--- src/sv/rau_pkg.sv ---
package rau_pkg;

	// Arithmetic operation codes
	typedef enum logic [1:0] {
		OP_ADD = 2'd0,
		OP_SUB = 2'd1,
		OP_MUL = 2'd2,
		OP_DIV = 2'd3
	} op_t;

	// Operand pairing for the shared multiplier
	typedef enum logic [1:0] {
		MS_NUM   = 2'd0,
		MS_CROSS = 2'd1,
		MS_DEN   = 2'd2
	} mul_sel_t;

	// Odd primes handled by the constant divider
	typedef enum logic [1:0] {
		PR_3 = 2'd0,
		PR_5 = 2'd1,
		PR_7 = 2'd2
	} prime_t;

	typedef enum logic [3:0] {
		ST_IDLE  = 4'd0,
		ST_MUL0  = 4'd1,
		ST_MUL1  = 4'd2,
		ST_MUL2  = 4'd3,
		ST_SUM   = 4'd4,
		ST_ABS   = 4'd5,
		ST_CHKZ  = 4'd6,
		ST_TWO   = 4'd7,
		ST_DLOAD = 4'd8,
		ST_DSTEP = 4'd9,
		ST_DCHK  = 4'd10,
		ST_FIN   = 4'd11
	} state_t;

	// Controller to datapath commands
	typedef struct packed {
		logic     load;
		logic     mul_en;
		mul_sel_t mul_sel;
		logic     sum;
		logic     abs_en;
		logic     shift2;
		logic     div_load;
		logic     div_step;
		logic     div_commit;
		prime_t   prime;
		logic     out_load;
	} cmd_t;

	// Datapath to controller status
	typedef struct packed {
		logic both_zero;
		logic both_even;
		logic rem_zero;
	} status_t;

	localparam int NUM_OUT_W = 33;
	localparam int DEN_OUT_W = 32;
	localparam int DIGIT_W   = 8;

	function automatic logic [2:0] prime_value(input prime_t p);
		logic [2:0] v;
		case (p)
			PR_3:    v = 3'd3;
			PR_5:    v = 3'd5;
			PR_7:    v = 3'd7;
			default: v = 3'd7;
		endcase
		return v;
	endfunction

	// Long division of one byte by a small constant, remainder carried in and out.
	// Returns {quotient byte, remainder}.
	function automatic logic [DIGIT_W+2:0] div_byte(input logic [2:0] rem_in,
			input logic [DIGIT_W-1:0] dig, input logic [2:0] p);
		logic [3:0]         t;
		logic [2:0]         r;
		logic [DIGIT_W-1:0] q;
		r = rem_in;
		q = '0;
		for (int i = DIGIT_W - 1; i >= 0; i--) begin
			t = {r, dig[i]};
			if (t >= {1'b0, p}) begin
				q[i] = 1'b1;
				t = t - {1'b0, p};
			end
			r = t[2:0];
		end
		return {q, r};
	endfunction

endpackage

--- src/sv/rau_sdiv.sv ---
module rau_sdiv #(
	parameter int DW = 40
) (
	input  logic          clk,
	input  logic          load,
	input  logic          step,
	input  logic [DW-1:0] dividend,
	input  logic [2:0]    divisor,
	output logic [DW-1:0] quotient,
	output logic          rem_zero
);
	import rau_pkg::*;

	logic [DW-1:0]        sh_q;
	logic [2:0]           rem_q;
	logic [DIGIT_W+2:0]   dig_res;

	// Divide the top byte by the prime
	assign dig_res = div_byte(rem_q, sh_q[DW-1 -: DIGIT_W], divisor);

	// Shift dividend bytes out at the top, quotient bytes in at the bottom
	always_ff @(posedge clk) begin
		if (load) begin
			sh_q  <= dividend;
			rem_q <= 3'd0;
		end else if (step) begin
			sh_q  <= {sh_q[DW-DIGIT_W-1:0], dig_res[DIGIT_W+2:3]};
			rem_q <= dig_res[2:0];
		end
	end

	assign quotient = sh_q;
	assign rem_zero = (rem_q == 3'd0);

endmodule

--- src/sv/rau_dp.sv ---
module rau_dp #(
	parameter int W = 16
) (
	input  logic                              clk,
	input  rau_pkg::cmd_t                     cmd,
	output rau_pkg::status_t                  status,
	input  rau_pkg::op_t                      operation,
	input  logic signed [W-1:0]               left_num,
	input  logic signed [W-1:0]               left_den,
	input  logic signed [W-1:0]               right_num,
	input  logic signed [W-1:0]               right_den,
	output logic signed [rau_pkg::NUM_OUT_W-1:0] result_num,
	output logic signed [rau_pkg::DEN_OUT_W-1:0] result_den,
	output logic                              zero_denominator
);
	import rau_pkg::*;

	localparam int PW   = 2 * W;
	localparam int SW   = PW + 1;
	localparam int NUMW = (SW > 64) ? 64 : SW;
	localparam int MW   = NUMW;
	localparam int DW   = ((MW + DIGIT_W - 1) / DIGIT_W) * DIGIT_W;

	op_t                  op_q;
	logic signed [W-1:0]  ln_q, ld_q, rn_q, rd_q;
	logic signed [W-1:0]  mul_a, mul_b;
	logic signed [PW-1:0] prod;
	logic signed [PW-1:0] p0_q, p1_q, den_q;
	logic signed [SW-1:0] sum_w;
	logic signed [NUMW-1:0] sat_w;
	logic signed [NUMW-1:0] num_q;
	logic                 nsign_q, dsign_q;
	logic [MW-1:0]        nmag_q, dmag_q;
	logic [MW-1:0]        nval, dval;
	logic [DW-1:0]        nquo, dquo;
	logic                 nrz, drz;
	logic [2:0]           pval;

	// Capture operands on accept
	always_ff @(posedge clk) begin
		if (cmd.load) begin
			op_q <= operation;
			ln_q <= left_num;
			ld_q <= left_den;
			rn_q <= right_num;
			rd_q <= right_den;
		end
	end

	// Shared multiplier operand select
	always_comb begin
		case (cmd.mul_sel)
			MS_CROSS: begin
				mul_a = rn_q;
				mul_b = ld_q;
			end
			MS_DEN: begin
				mul_a = ld_q;
				mul_b = (op_q == OP_DIV) ? rn_q : rd_q;
			end
			default: begin
				mul_a = ln_q;
				mul_b = (op_q == OP_MUL) ? rn_q : rd_q;
			end
		endcase
	end

	assign prod = PW'(mul_a) * PW'(mul_b);

	always_ff @(posedge clk) begin
		if (cmd.mul_en) begin
			case (cmd.mul_sel)
				MS_CROSS: p1_q  <= prod;
				MS_DEN:   den_q <= prod;
				default:  p0_q  <= prod;
			endcase
		end
	end

	// Combine the cross products
	always_comb begin
		case (op_q)
			OP_ADD:  sum_w = SW'(p0_q) + SW'(p1_q);
			OP_SUB:  sum_w = SW'(p0_q) - SW'(p1_q);
			default: sum_w = SW'(p0_q);
		endcase
	end

	// Saturate to the 64-bit signed range when the sum can exceed it
	generate
		if (SW > NUMW) begin : g_sat
			always_comb begin
				if (sum_w[SW-1] != sum_w[NUMW-1]) begin
					sat_w = sum_w[SW-1] ? {1'b1, {(NUMW-1){1'b0}}}
					                    : {1'b0, {(NUMW-1){1'b1}}};
				end else begin
					sat_w = sum_w[NUMW-1:0];
				end
			end
		end else begin : g_nosat
			assign sat_w = NUMW'(sum_w);
		end
	endgenerate

	always_ff @(posedge clk) begin
		if (cmd.sum) begin
			num_q <= sat_w;
		end
	end

	// Constant dividers for numerator and denominator magnitudes
	assign pval = prime_value(cmd.prime);

	rau_sdiv #(.DW(DW)) u_ndiv (
		.clk      (clk),
		.load     (cmd.div_load),
		.step     (cmd.div_step),
		.dividend (DW'(nmag_q)),
		.divisor  (pval),
		.quotient (nquo),
		.rem_zero (nrz)
	);

	rau_sdiv #(.DW(DW)) u_ddiv (
		.clk      (clk),
		.load     (cmd.div_load),
		.step     (cmd.div_step),
		.dividend (DW'(dmag_q)),
		.divisor  (pval),
		.quotient (dquo),
		.rem_zero (drz)
	);

	// Split into sign and magnitude, then strip factors
	always_ff @(posedge clk) begin
		if (cmd.abs_en) begin
			nsign_q <= num_q[NUMW-1];
			dsign_q <= den_q[PW-1];
			nmag_q  <= num_q[NUMW-1] ? MW'($unsigned(-num_q)) : MW'($unsigned(num_q));
			dmag_q  <= den_q[PW-1] ? MW'($unsigned(-den_q)) : MW'($unsigned(den_q));
		end else if (cmd.shift2) begin
			nmag_q <= nmag_q >> 1;
			dmag_q <= dmag_q >> 1;
		end else if (cmd.div_commit) begin
			nmag_q <= nquo[MW-1:0];
			dmag_q <= dquo[MW-1:0];
		end
	end

	assign status.both_zero = (nmag_q == '0) && (dmag_q == '0);
	assign status.both_even = !nmag_q[0] && !dmag_q[0];
	assign status.rem_zero  = nrz && drz;

	// Restore signs and register the result
	assign nval = nsign_q ? (~nmag_q + MW'(1)) : nmag_q;
	assign dval = dsign_q ? (~dmag_q + MW'(1)) : dmag_q;

	always_ff @(posedge clk) begin
		if (cmd.out_load) begin
			result_num       <= NUM_OUT_W'($signed(nval));
			result_den       <= DEN_OUT_W'($signed(dval));
			zero_denominator <= (dmag_q == '0);
		end
	end

endmodule

--- src/sv/rau_ctrl.sv ---
module rau_ctrl #(
	parameter int CHUNKS = 5
) (
	input  logic             clk,
	input  logic             arst_n,
	input  logic             start,
	output logic             busy,
	output rau_pkg::cmd_t    cmd,
	input  rau_pkg::status_t status
);
	import rau_pkg::*;

	localparam int CNTW = (CHUNKS > 1) ? $clog2(CHUNKS) : 1;

	state_t          state_q, state_d;
	prime_t          prime_q;
	logic [CNTW-1:0] cnt_q;
	logic            cnt_last;

	assign cnt_last = (cnt_q == CNTW'(CHUNKS - 1));

	// Next state
	always_comb begin
		state_d = state_q;
		case (state_q)
			ST_IDLE:  if (start) state_d = ST_MUL0;
			ST_MUL0:  state_d = ST_MUL1;
			ST_MUL1:  state_d = ST_MUL2;
			ST_MUL2:  state_d = ST_SUM;
			ST_SUM:   state_d = ST_ABS;
			ST_ABS:   state_d = ST_CHKZ;
			ST_CHKZ:  state_d = status.both_zero ? ST_FIN : ST_TWO;
			ST_TWO:   if (!status.both_even) state_d = ST_DLOAD;
			ST_DLOAD: state_d = ST_DSTEP;
			ST_DSTEP: if (cnt_last) state_d = ST_DCHK;
			ST_DCHK: begin
				if (status.rem_zero || prime_q != PR_7) begin
					state_d = ST_DLOAD;
				end else begin
					state_d = ST_FIN;
				end
			end
			ST_FIN:   state_d = ST_IDLE;
			default:  state_d = ST_IDLE;
		endcase
	end

	// Commands
	always_comb begin
		cmd            = '0;
		cmd.mul_sel    = MS_NUM;
		cmd.prime      = prime_q;
		case (state_q)
			ST_IDLE:  cmd.load = start;
			ST_MUL0: begin
				cmd.mul_en  = 1'b1;
				cmd.mul_sel = MS_NUM;
			end
			ST_MUL1: begin
				cmd.mul_en  = 1'b1;
				cmd.mul_sel = MS_CROSS;
			end
			ST_MUL2: begin
				cmd.mul_en  = 1'b1;
				cmd.mul_sel = MS_DEN;
			end
			ST_SUM:   cmd.sum = 1'b1;
			ST_ABS:   cmd.abs_en = 1'b1;
			ST_TWO:   cmd.shift2 = status.both_even;
			ST_DLOAD: cmd.div_load = 1'b1;
			ST_DSTEP: cmd.div_step = 1'b1;
			ST_DCHK:  cmd.div_commit = status.rem_zero;
			ST_FIN:   cmd.out_load = 1'b1;
			default:  cmd.load = 1'b0;
		endcase
	end

	assign busy = (state_q != ST_IDLE);

	// State, prime index and digit counter
	always_ff @(posedge clk or negedge arst_n) begin
		if (!arst_n) begin
			state_q <= ST_IDLE;
			prime_q <= PR_3;
			cnt_q   <= '0;
		end else begin
			state_q <= state_d;
			if (state_q == ST_CHKZ) begin
				prime_q <= PR_3;
			end else if (state_q == ST_DCHK && !status.rem_zero) begin
				case (prime_q)
					PR_3:    prime_q <= PR_5;
					PR_5:    prime_q <= PR_7;
					default: prime_q <= PR_7;
				endcase
			end
			if (state_q == ST_DLOAD) begin
				cnt_q <= '0;
			end else if (state_q == ST_DSTEP) begin
				cnt_q <= cnt_q + CNTW'(1);
			end
		end
	end

endmodule

--- src/sv/rational_arith_unit.sv ---
// Sequence: the three products, the sum, the sign split and a zero check; when both raw
// values are zero the result is loaded at once, otherwise factors of two are shifted out and
// the primes 3, 5 and 7 are divided out over CHUNKS = ceil((2*OPERAND_WIDTH+1)/8) bytes, capped at 8.
// The constant dividers take one byte-wide step per cycle.
// One item at a time: busy drops in the cycle done is shown, and a new start is taken then.
// Reset is asynchronous, active low, and clears the controller and done; the receiver cannot stall.
module rational_arith_unit #(
	parameter int OPERAND_WIDTH = 16
) (
	input  logic                                 clk,
	input  logic                                 arst_n,
	input  logic                                 start,
	output logic                                 busy,
	input  rau_pkg::op_t                         operation,
	input  logic signed [OPERAND_WIDTH-1:0]      left_num,
	input  logic signed [OPERAND_WIDTH-1:0]      left_den,
	input  logic signed [OPERAND_WIDTH-1:0]      right_num,
	input  logic signed [OPERAND_WIDTH-1:0]      right_den,
	output logic                                 done,
	output logic signed [rau_pkg::NUM_OUT_W-1:0] result_num,
	output logic signed [rau_pkg::DEN_OUT_W-1:0] result_den,
	output logic                                 zero_denominator
);
	import rau_pkg::*;

	localparam int SW     = 2 * OPERAND_WIDTH + 1;
	localparam int NUMW   = (SW > 64) ? 64 : SW;
	localparam int CHUNKS = (NUMW + DIGIT_W - 1) / DIGIT_W;

	cmd_t    cmd;
	status_t status;
	logic    done_q;

	rau_ctrl #(.CHUNKS(CHUNKS)) u_ctrl (
		.clk    (clk),
		.arst_n (arst_n),
		.start  (start),
		.busy   (busy),
		.cmd    (cmd),
		.status (status)
	);

	rau_dp #(.W(OPERAND_WIDTH)) u_dp (
		.clk              (clk),
		.cmd              (cmd),
		.status           (status),
		.operation        (operation),
		.left_num         (left_num),
		.left_den         (left_den),
		.right_num        (right_num),
		.right_den        (right_den),
		.result_num       (result_num),
		.result_den       (result_den),
		.zero_denominator (zero_denominator)
	);

	// Mark the result transaction: done is registered from the output load command, so it rises with the new result
	always_ff @(posedge clk or negedge arst_n) begin
		if (!arst_n) begin
			done_q <= 1'b0;
		end else begin
			done_q <= cmd.out_load;
		end
	end

	assign done = done_q;

`ifndef SYNTHESIS
	a_accept_busy: assert property (@(posedge clk) disable iff (!arst_n)
		start && !busy |=> busy)
		else $error("accepted transaction did not raise busy");

	a_done_single: assert property (@(posedge clk) disable iff (!arst_n)
		done |=> !done)
		else $error("done held for more than one cycle");

	a_busy_fall_done: assert property (@(posedge clk) disable iff (!arst_n)
		$fell(busy) |-> done)
		else $error("busy dropped without a result");

	a_done_after_busy: assert property (@(posedge clk) disable iff (!arst_n)
		done |-> $past(busy))
		else $error("result without a transaction in flight");
`endif

endmodule
--- config.mk ---
export PLATFORM = sky130hd
export DESIGN_NAME = rational_arith_unit
export DESIGN_NICKNAME = d
export VERILOG_FILES = /design/src/sv/rau_pkg.sv /design/src/sv/rau_sdiv.sv /design/src/sv/rau_dp.sv /design/src/sv/rau_ctrl.sv /design/src/sv/rational_arith_unit.sv
export SDC_FILE = /design/constraint.sdc
export NUM_CORES = 2
export LEC_CHECK = 0
export ABC_CLOCK_PERIOD_IN_PS = 17340
export CORE_MARGIN = 3
export CORE_UTILIZATION = 66
export CTS_BUF_LIST = sky130_fd_sc_hd__clkbuf_16
export DETAILED_ROUTE_END_ITERATION = 8
export DONT_BUFFER_PORTS = 1
export PLACE_DENSITY_LB_ADDON = 0.1
export SLEW_MARGIN = 10
export SYNTH_ARGS = -nofsm -noshare
export SYNTH_HDL_FRONTEND = slang
export SYNTH_SLANG_ARGS = --single-unit
--- constraint.sdc ---
create_clock -name clk -period 17.34 [get_ports clk]
set_input_delay 0.867 -clock clk [delete_from_list [all_inputs] [get_ports clk]]
set_output_delay 0.867 -clock clk [all_outputs]
set_load 0.02 [all_outputs]
Yosys cells after proc, flatten, opt, wreduce, memory -nomap -nowiden
Cells that the tools add are included.
Word-level totals
  logic and storage cells: 188
  register bits after elaboration: 425
Operators by class
  magnitude comparators: 16
  add/sub/neg operators: 23
  equality and inequality tests: 22
  muxes and demuxes: 72
  reductions and logical operators: 25
  multiply operators: 1
  bitwise logic cells: 3
Operators by type and width (number)
  two-way mux 33 bit: 12
  zero test 33 bit: 2
  case mux 33 bit (2 select lines): 1
  greater-or-equal comparator 4 x 3 -> 1 bit: 16
  two-way mux 32 bit: 2
  case mux 16 bit (2 select lines): 2
  two-way mux 3 bit: 18
  subtractor 3 bit: 16
  case mux 4 bit (11 select lines): 1
  adder 32 x 32 -> 33 bit: 1
  adder 33 x 1 -> 33 bit (second input constant): 1
  negation 33 bit: 1
  NOT 33 bit: 1
  subtractor 32 x 32 -> 33 bit: 1
  adder 32 x 1 -> 32 bit (second input constant): 1
  multiplier 16 x 16 -> 32 bit: 1
  two-way mux 16 bit: 2
  negation 32 bit: 1
  NOT 32 bit: 1
  two-way mux 1 bit: 24
  == test 4 x 3 -> 1 bit (second input constant): 4
  == test 4 bit (second input constant): 4
  two-way mux 4 bit: 4
  case mux 3 bit (3 select lines): 1
  23 further kinds: 44

Longest topological paths before layout
  word-level depth: 20
  mapped depth: 58

Modules after synthesis
From an unflattened synthesis, not the netlist that was laid out.
Unflattened totals
  cell total of the unflattened synthesis: 3182
  area, all modules: 34000.1 um2
By module, submodules not included
  rau_dp: cells an instance 2596, area each 27259.9 um2, times used 1, sequential area each 9879.5 um2
  rau_sdiv (u_dp.u_ddiv): cells an instance 251, area each 3019.1 um2, times used 1, sequential area each 1261.2 um2
  rau_sdiv (u_dp.u_ndiv): cells an instance 252, area each 3017.9 um2, times used 1, sequential area each 1261.2 um2
  rau_ctrl: cells an instance 82, area each 678.2 um2, times used 1, sequential area each 225.2 um2
  rational_arith_unit: cells an instance 1, area each 25.0 um2, times used 1, sequential area each 25.0 um2

Least setup slack after synthesis
Ideal clock, no wire load.
  path type: reg-to-reg
  start point: register u_ctrl.prime_q[0]
  end point: register u_dp.u_ndiv.sh_q[0], in the netlist u_dp.u_ndiv.quotient[0] (data pin)
  path buffers: 1
  data arrival time: 11.761 ns
  path slack: 5.319 ns
  setup time: 0.260 ns
  stages on the path, launching flop included: 57
  clock period less this slack: 12.021 ns
  path through: dfrtp_1 > buf_4 > nor2_1 > ha_1 > a211o_1 > nor2_1 > xor2_1 > inv_1 > ha_1 > ha_1 > nand2b_1 > a21oi_1 > o31a_1 > xnor2_1 > inv_1 > fa_1 > nand2b_1 > a21oi_1 > [... 21 more ...] > xnor2_1 > inv_1 > ha_1 > ha_1 > nand2b_1 > a21o_1 > nor2_1 > o211ai_1 > o31ai_4 > xnor2_1 > inv_1 > ha_1 > ha_1 > nand2b_1 > a21o_1 > a2111o_1 > mux2_4 > mux2_2
Between the ends
  word-level cells in the longest chain between the ends: 20
  elaborated cells on any way between the ends: 28
RTL lines
  start: declaration: line rau_ctrl.sv:16  | prime_t prime_q;
  start signal: assignment: line rau_ctrl.sv:84  | prime_q <= PR_3;
  start signal: assignment: line rau_ctrl.sv:89  | prime_q <= PR_3;
  start signal: assignment: line rau_ctrl.sv:92  | PR_3: prime_q <= PR_5;
  == test 2 x 1 -> 1 bit or zero test 2 bit (tied branches): line rau_pkg.sv:68  | case (p)
  case mux 3 bit (2 select lines) (*): line rau_pkg.sv:68
  greater-or-equal comparator 4 x 3 -> 1 bit or subtractor 3 bit (tied branches): line rau_pkg.sv:88, rau_pkg.sv:90
  two-way mux 3 bit: line rau_pkg.sv:88  | if (t >= {1'b0, p}) begin
  greater-or-equal comparator 4 x 3 -> 1 bit or subtractor 3 bit (tied branches): line rau_pkg.sv:88, rau_pkg.sv:90
  two-way mux 3 bit: line rau_pkg.sv:88
  greater-or-equal comparator 4 x 3 -> 1 bit or subtractor 3 bit (tied branches): line rau_pkg.sv:88, rau_pkg.sv:90
  two-way mux 3 bit: line rau_pkg.sv:88
  [... 4 more ...]
  greater-or-equal comparator 4 x 3 -> 1 bit or subtractor 3 bit (tied branches): line rau_pkg.sv:88, rau_pkg.sv:90
  two-way mux 3 bit: line rau_pkg.sv:88
  greater-or-equal comparator 4 x 3 -> 1 bit or subtractor 3 bit (tied branches): line rau_pkg.sv:88, rau_pkg.sv:90
  two-way mux 3 bit: line rau_pkg.sv:88
  greater-or-equal comparator 4 x 3 -> 1 bit (*): line rau_pkg.sv:88
  two-way mux 1 bit (*): line rau_pkg.sv:88
  two-way mux 33 bit (*): line rau_sdiv.sv:26  | end else if (step) begin
  two-way mux 33 bit (*): line rau_sdiv.sv:23  | if (load) begin
  end signal: assignment: line rau_sdiv.sv:24  | sh_q <= dividend;
  end signal: assignment: line rau_sdiv.sv:27  | sh_q <= {sh_q[DW-DIGIT_W-1:0], dig_res[DIGIT_W+2:3]};
  end: declaration: line rau_sdiv.sv:14  | logic [DW-1:0] sh_q;
Every way passes the cells marked *; elsewhere a longest branch is shown, timed or not. The select of a mux whose other input is x is not followed.
A chain may end at the register's enable or synchronous reset.

Worst setup path in the final report
Same ends and word-level chain as after synthesis.

==> impl_metrics.env <==
export IMPL_status="finished, final reports clean"
export IMPL_n_antenna_cell=0
export IMPL_syn_nets=3643
export IMPL_avgSynthCellArea_um2=10.5
export IMPL_synth_top_area_share_pct=36.1
export IMPL_wire_per_inst_um=21.7
export IMPL_async_reset_ff_share_pct=2.35
export IMPL_cp_max_fo=17
export IMPL_ant_nets=0
export IMPL_std_cell_rows=81
export IMPL_grt_pass1_vias=24200
export IMPL_place_hpwl_um=63100
export IMPL_clk_insertion_delay_late_ns=0.60
export IMPL_ios=137
export IMPL_highest_layer="met4"
export IMPL_timing_hold_ws_ns=0.385
export IMPL_finalNetCount=3610
export IMPL_vias=23500
export IMPL_antenna_found_initial=0
export IMPL_wl_met2_um=41400
export IMPL_ys_types=75
export IMPL_clkTransAtPathRegs_ns=0.06
export IMPL_end_kind="flop"
export IMPL_grt_pass1_wl_um=130000
export IMPL_slowest_stage="dfrtp_1"
export IMPL_final_setup_tns_ns=0
export IMPL_drive_gt1_share_pct=7.17
export IMPL_grt_overflow_total=0
export IMPL_fmax_mhz=77.2
export IMPL_synthToLayoutAreaGrowth_pct=6.70
export IMPL_gp_congestion=0.950
export IMPL_post_cts_buffers=0
export IMPL_fill_cells=3616
export IMPL_synth_area_leaders="edfxtp_1, fa_1, ha_1"
export IMPL_r2r_start="u_ctrl.prime_q[0]"
export IMPL_fp_dieArea_um2=52500
export IMPL_cpPeakStageDelay_ns=0.54
export IMPL_ys_seq_area_share_pct=38.1
export IMPL_die_w_um=229
export IMPL_remaining_drc_errors=0
export IMPL_grt_usage_pct=31.5
export IMPL_dpl_cell_area_um2=33600
export IMPL_syn_area_um2=32900
export IMPL_core_area_um2=49100
export IMPL_drv_cap=0
export IMPL_relSlewSlack_pct=14.6
export IMPL_drt_wl_total_um=82100
export IMPL_cts_made_buffers=45
export IMPL_synth_top_cell_by_area="edfxtp_1"
export IMPL_htreeDepth=2
export IMPL_design_area_um2=35100
export IMPL_synth_edf_count=395
export IMPL_hold_path_class="in -> reg"
export IMPL_start_util_pct=67.0
export IMPL_crit_type="reg -> reg"
export IMPL_period_minus_slack_ns=12.95
export IMPL_crit_top_cell="ha_1"
export IMPL_cts_tree="done"
export IMPL_hp_start="right_num[0]"
export IMPL_setup_viol=0
export IMPL_yosys_warnings=0
export IMPL_worst_pin_slew_ns=1.28
export IMPL_numPortBuffers=0
export IMPL_start_kind="flop"
export IMPL_grt_max_degree=88
export IMPL_clock_sinks=425
export IMPL_cts_root_buffer="clkbuf_16"
export IMPL_met3_wirelength_um=4860
export IMPL_dr_first_iter_drc_count=1760
export IMPL_dr_pass1_iters=6
export IMPL_wl_met1_um=32000
export IMPL_synth_cells=3124
export IMPL_hold_violations=0
export IMPL_fin_crit_sh_pct=74.7
export IMPL_routed_via_density=6.21
export IMPL_skew_ns=0.0294
export IMPL_clockBufferDepth=3
export IMPL_rsz0062_at_grt="false"
export IMPL_required_ns=17.69
export IMPL_die_y_um=229
export IMPL_layout_common_cells="nand2_1, edfxtp_1, inv_1"
export IMPL_worstSetupStartpoint="u_ctrl.prime_q[0]"
export IMPL_crit_arrival_ns=13.30
export IMPL_synth_ff_type="edfxtp_1"
export IMPL_ys_ff_latch=425
export IMPL_slew_viol_final=0
export IMPL_final_common_cell="nand2_1"
==> state kept, by name (all words and copies together), names as in the netlist, 2 cells and up <==
| name | flops |
|---|---|
| u_dp.ln_q | 16 |
| u_dp.u_ddiv.quotient | 40 |
| u_dp.ld_q | 16 |
| u_dp.op_q | 2 |
| u_dp.p1_q | 32 |
| u_dp.dmag_q | 33 |
| u_dp.p0_q | 32 |
| u_ctrl.cnt_q | 3 |
| u_dp.u_ndiv.quotient | 40 |
| u_dp.u_ndiv.rem_q | 3 |
| u_dp.u_ddiv.rem_q | 3 |
| u_dp.nmag_q | 33 |
| u_dp.rn_q | 16 |
| u_ctrl.state_q | 4 |
| u_dp.rd_q | 16 |
| u_dp.den_q | 32 |
| u_dp.result_num | 33 |
| u_ctrl.prime_q | 2 |
| u_dp.num_q | 33 |
| u_dp.result_den | 32 |
==> worst paths after layout <==
check	to	slack, ns	depth (start not counted)
max	u_dp.u_ndiv.quotient[0]	4.39	54
min	u_dp.rn_q[0]	0.38	0
max reg2reg	u_dp.u_ndiv.quotient[0]	4.39	54
min reg2reg	u_dp.u_ndiv.quotient[38]	0.52	2
max in group asynchronous	u_ctrl.state_q[0]	16.30	1
min in group asynchronous	u_ctrl.cnt_q[1]	0.68	1
==> per-stage QoR <==
| stage | setup WS, ns | utilization (%) | instances |
|---|---|---|---|
| 2_1_floorplan | 5.32 | - | 3124 |
| 3_3_place_gp | 4.87 | 68.5 | 3707 |
| 3_5_place_dp | 4.53 | 68.5 | 3707 |
| 4_1_cts | 4.47 | 71.5 | 3788 |
| 5_1_grt | 3.51 | 71.5 | 3788 |
| 6_report | 4.39 | 71.5 | 3788 |
==> logic make-up after synthesis <==
logic type               share of synthesized area, %
AO/OA/AOI/OAI                                    11.3
XOR/XNOR                                         6.42
adder cells (fa/ha/maj)                          23.4
buffers and inverters                            4.94
flip-flops                                       38.1
multiplexers                                     3.64
AND/OR/NAND/NOR                                  12.2
==> synth_stat cells, drive strengths merged (4+ instances only) <==
| library cell | number |
|---|---|
| nand2 | 421 |
| edfxtp | 395 |
| inv | 317 |
| fa | 277 |
| nor2 | 253 |
| xnor2 | 206 |
| ha | 173 |
| o21ai | 137 |
| a21oi | 115 |
| clkbuf | 99 |
| mux2 | 77 |
| a31oi | 69 |
| o31ai | 50 |
| nand2b | 47 |
| a21o | 43 |
| nor3 | 38 |
| xor2 | 35 |
| mux2i | 31 |
| or4 | 23 |
| a22oi | 22 |
| o41ai | 22 |
| dfxtp | 20 |
| or3 | 20 |
| and2 | 17 |
| a22o | 16 |
| nand3 | 16 |
| nor2b | 16 |
| nor4 | 16 |
| a211oi | 14 |
| buf | 12 |
| o21a | 12 |
| or2 | 11 |
| a211o | 10 |
| dfrtp | 10 |
| nor3b | 8 |
| o21bai | 7 |
| and3 | 6 |
| a21boi | 5 |
| a31o | 5 |
| a2111oi | 4 |
| and4 | 4 |
==> repair_timing <==
item / CTS / global route
resized for setup: 0 / 0
hold buffers: 1 / 0
hold endpoints to repair: 10 / 0
==> area by class of cell <==
class,instances,area (um^2),area share (%)
Multi-Input combinational cell,2268,18800,53.6
Sequential cell,425,12500,35.7
Inverter,320,1200,3.43
Tap cell,664,831,2.37
Clock inverter,35,362,1.03
Clock buffer,45,1130,3.21
Timing Repair Buffer,31,235,0.670
==> worst max-delay path: cells and delay by family, from the launching register on <==
kind | cells | cell delay (ns)
AOI/OAI and AO/OA | 14 | 3.88
xor gates and xnor gates | 8 | 1.79
adders and majority gates | 14 | 3.39
buffers and inverters | 4 | 0.36
DFF | 1 | 0.54
muxes | 3 | 0.88
and+or+nand+nor | 11 | 1.82
==> metal layers <==
metal / vias to the layer above / global-route usage [%]
met1: 11700 / 38.7
met3: 220 / 4.44
met2: 945 / 56.0
met4: 0 / 13.5
li1: 10700 / -
met5: - / 0
Power is not shown: default switching activity piles up to over one toggle a cycle in this logic, so the estimate is an artifact.
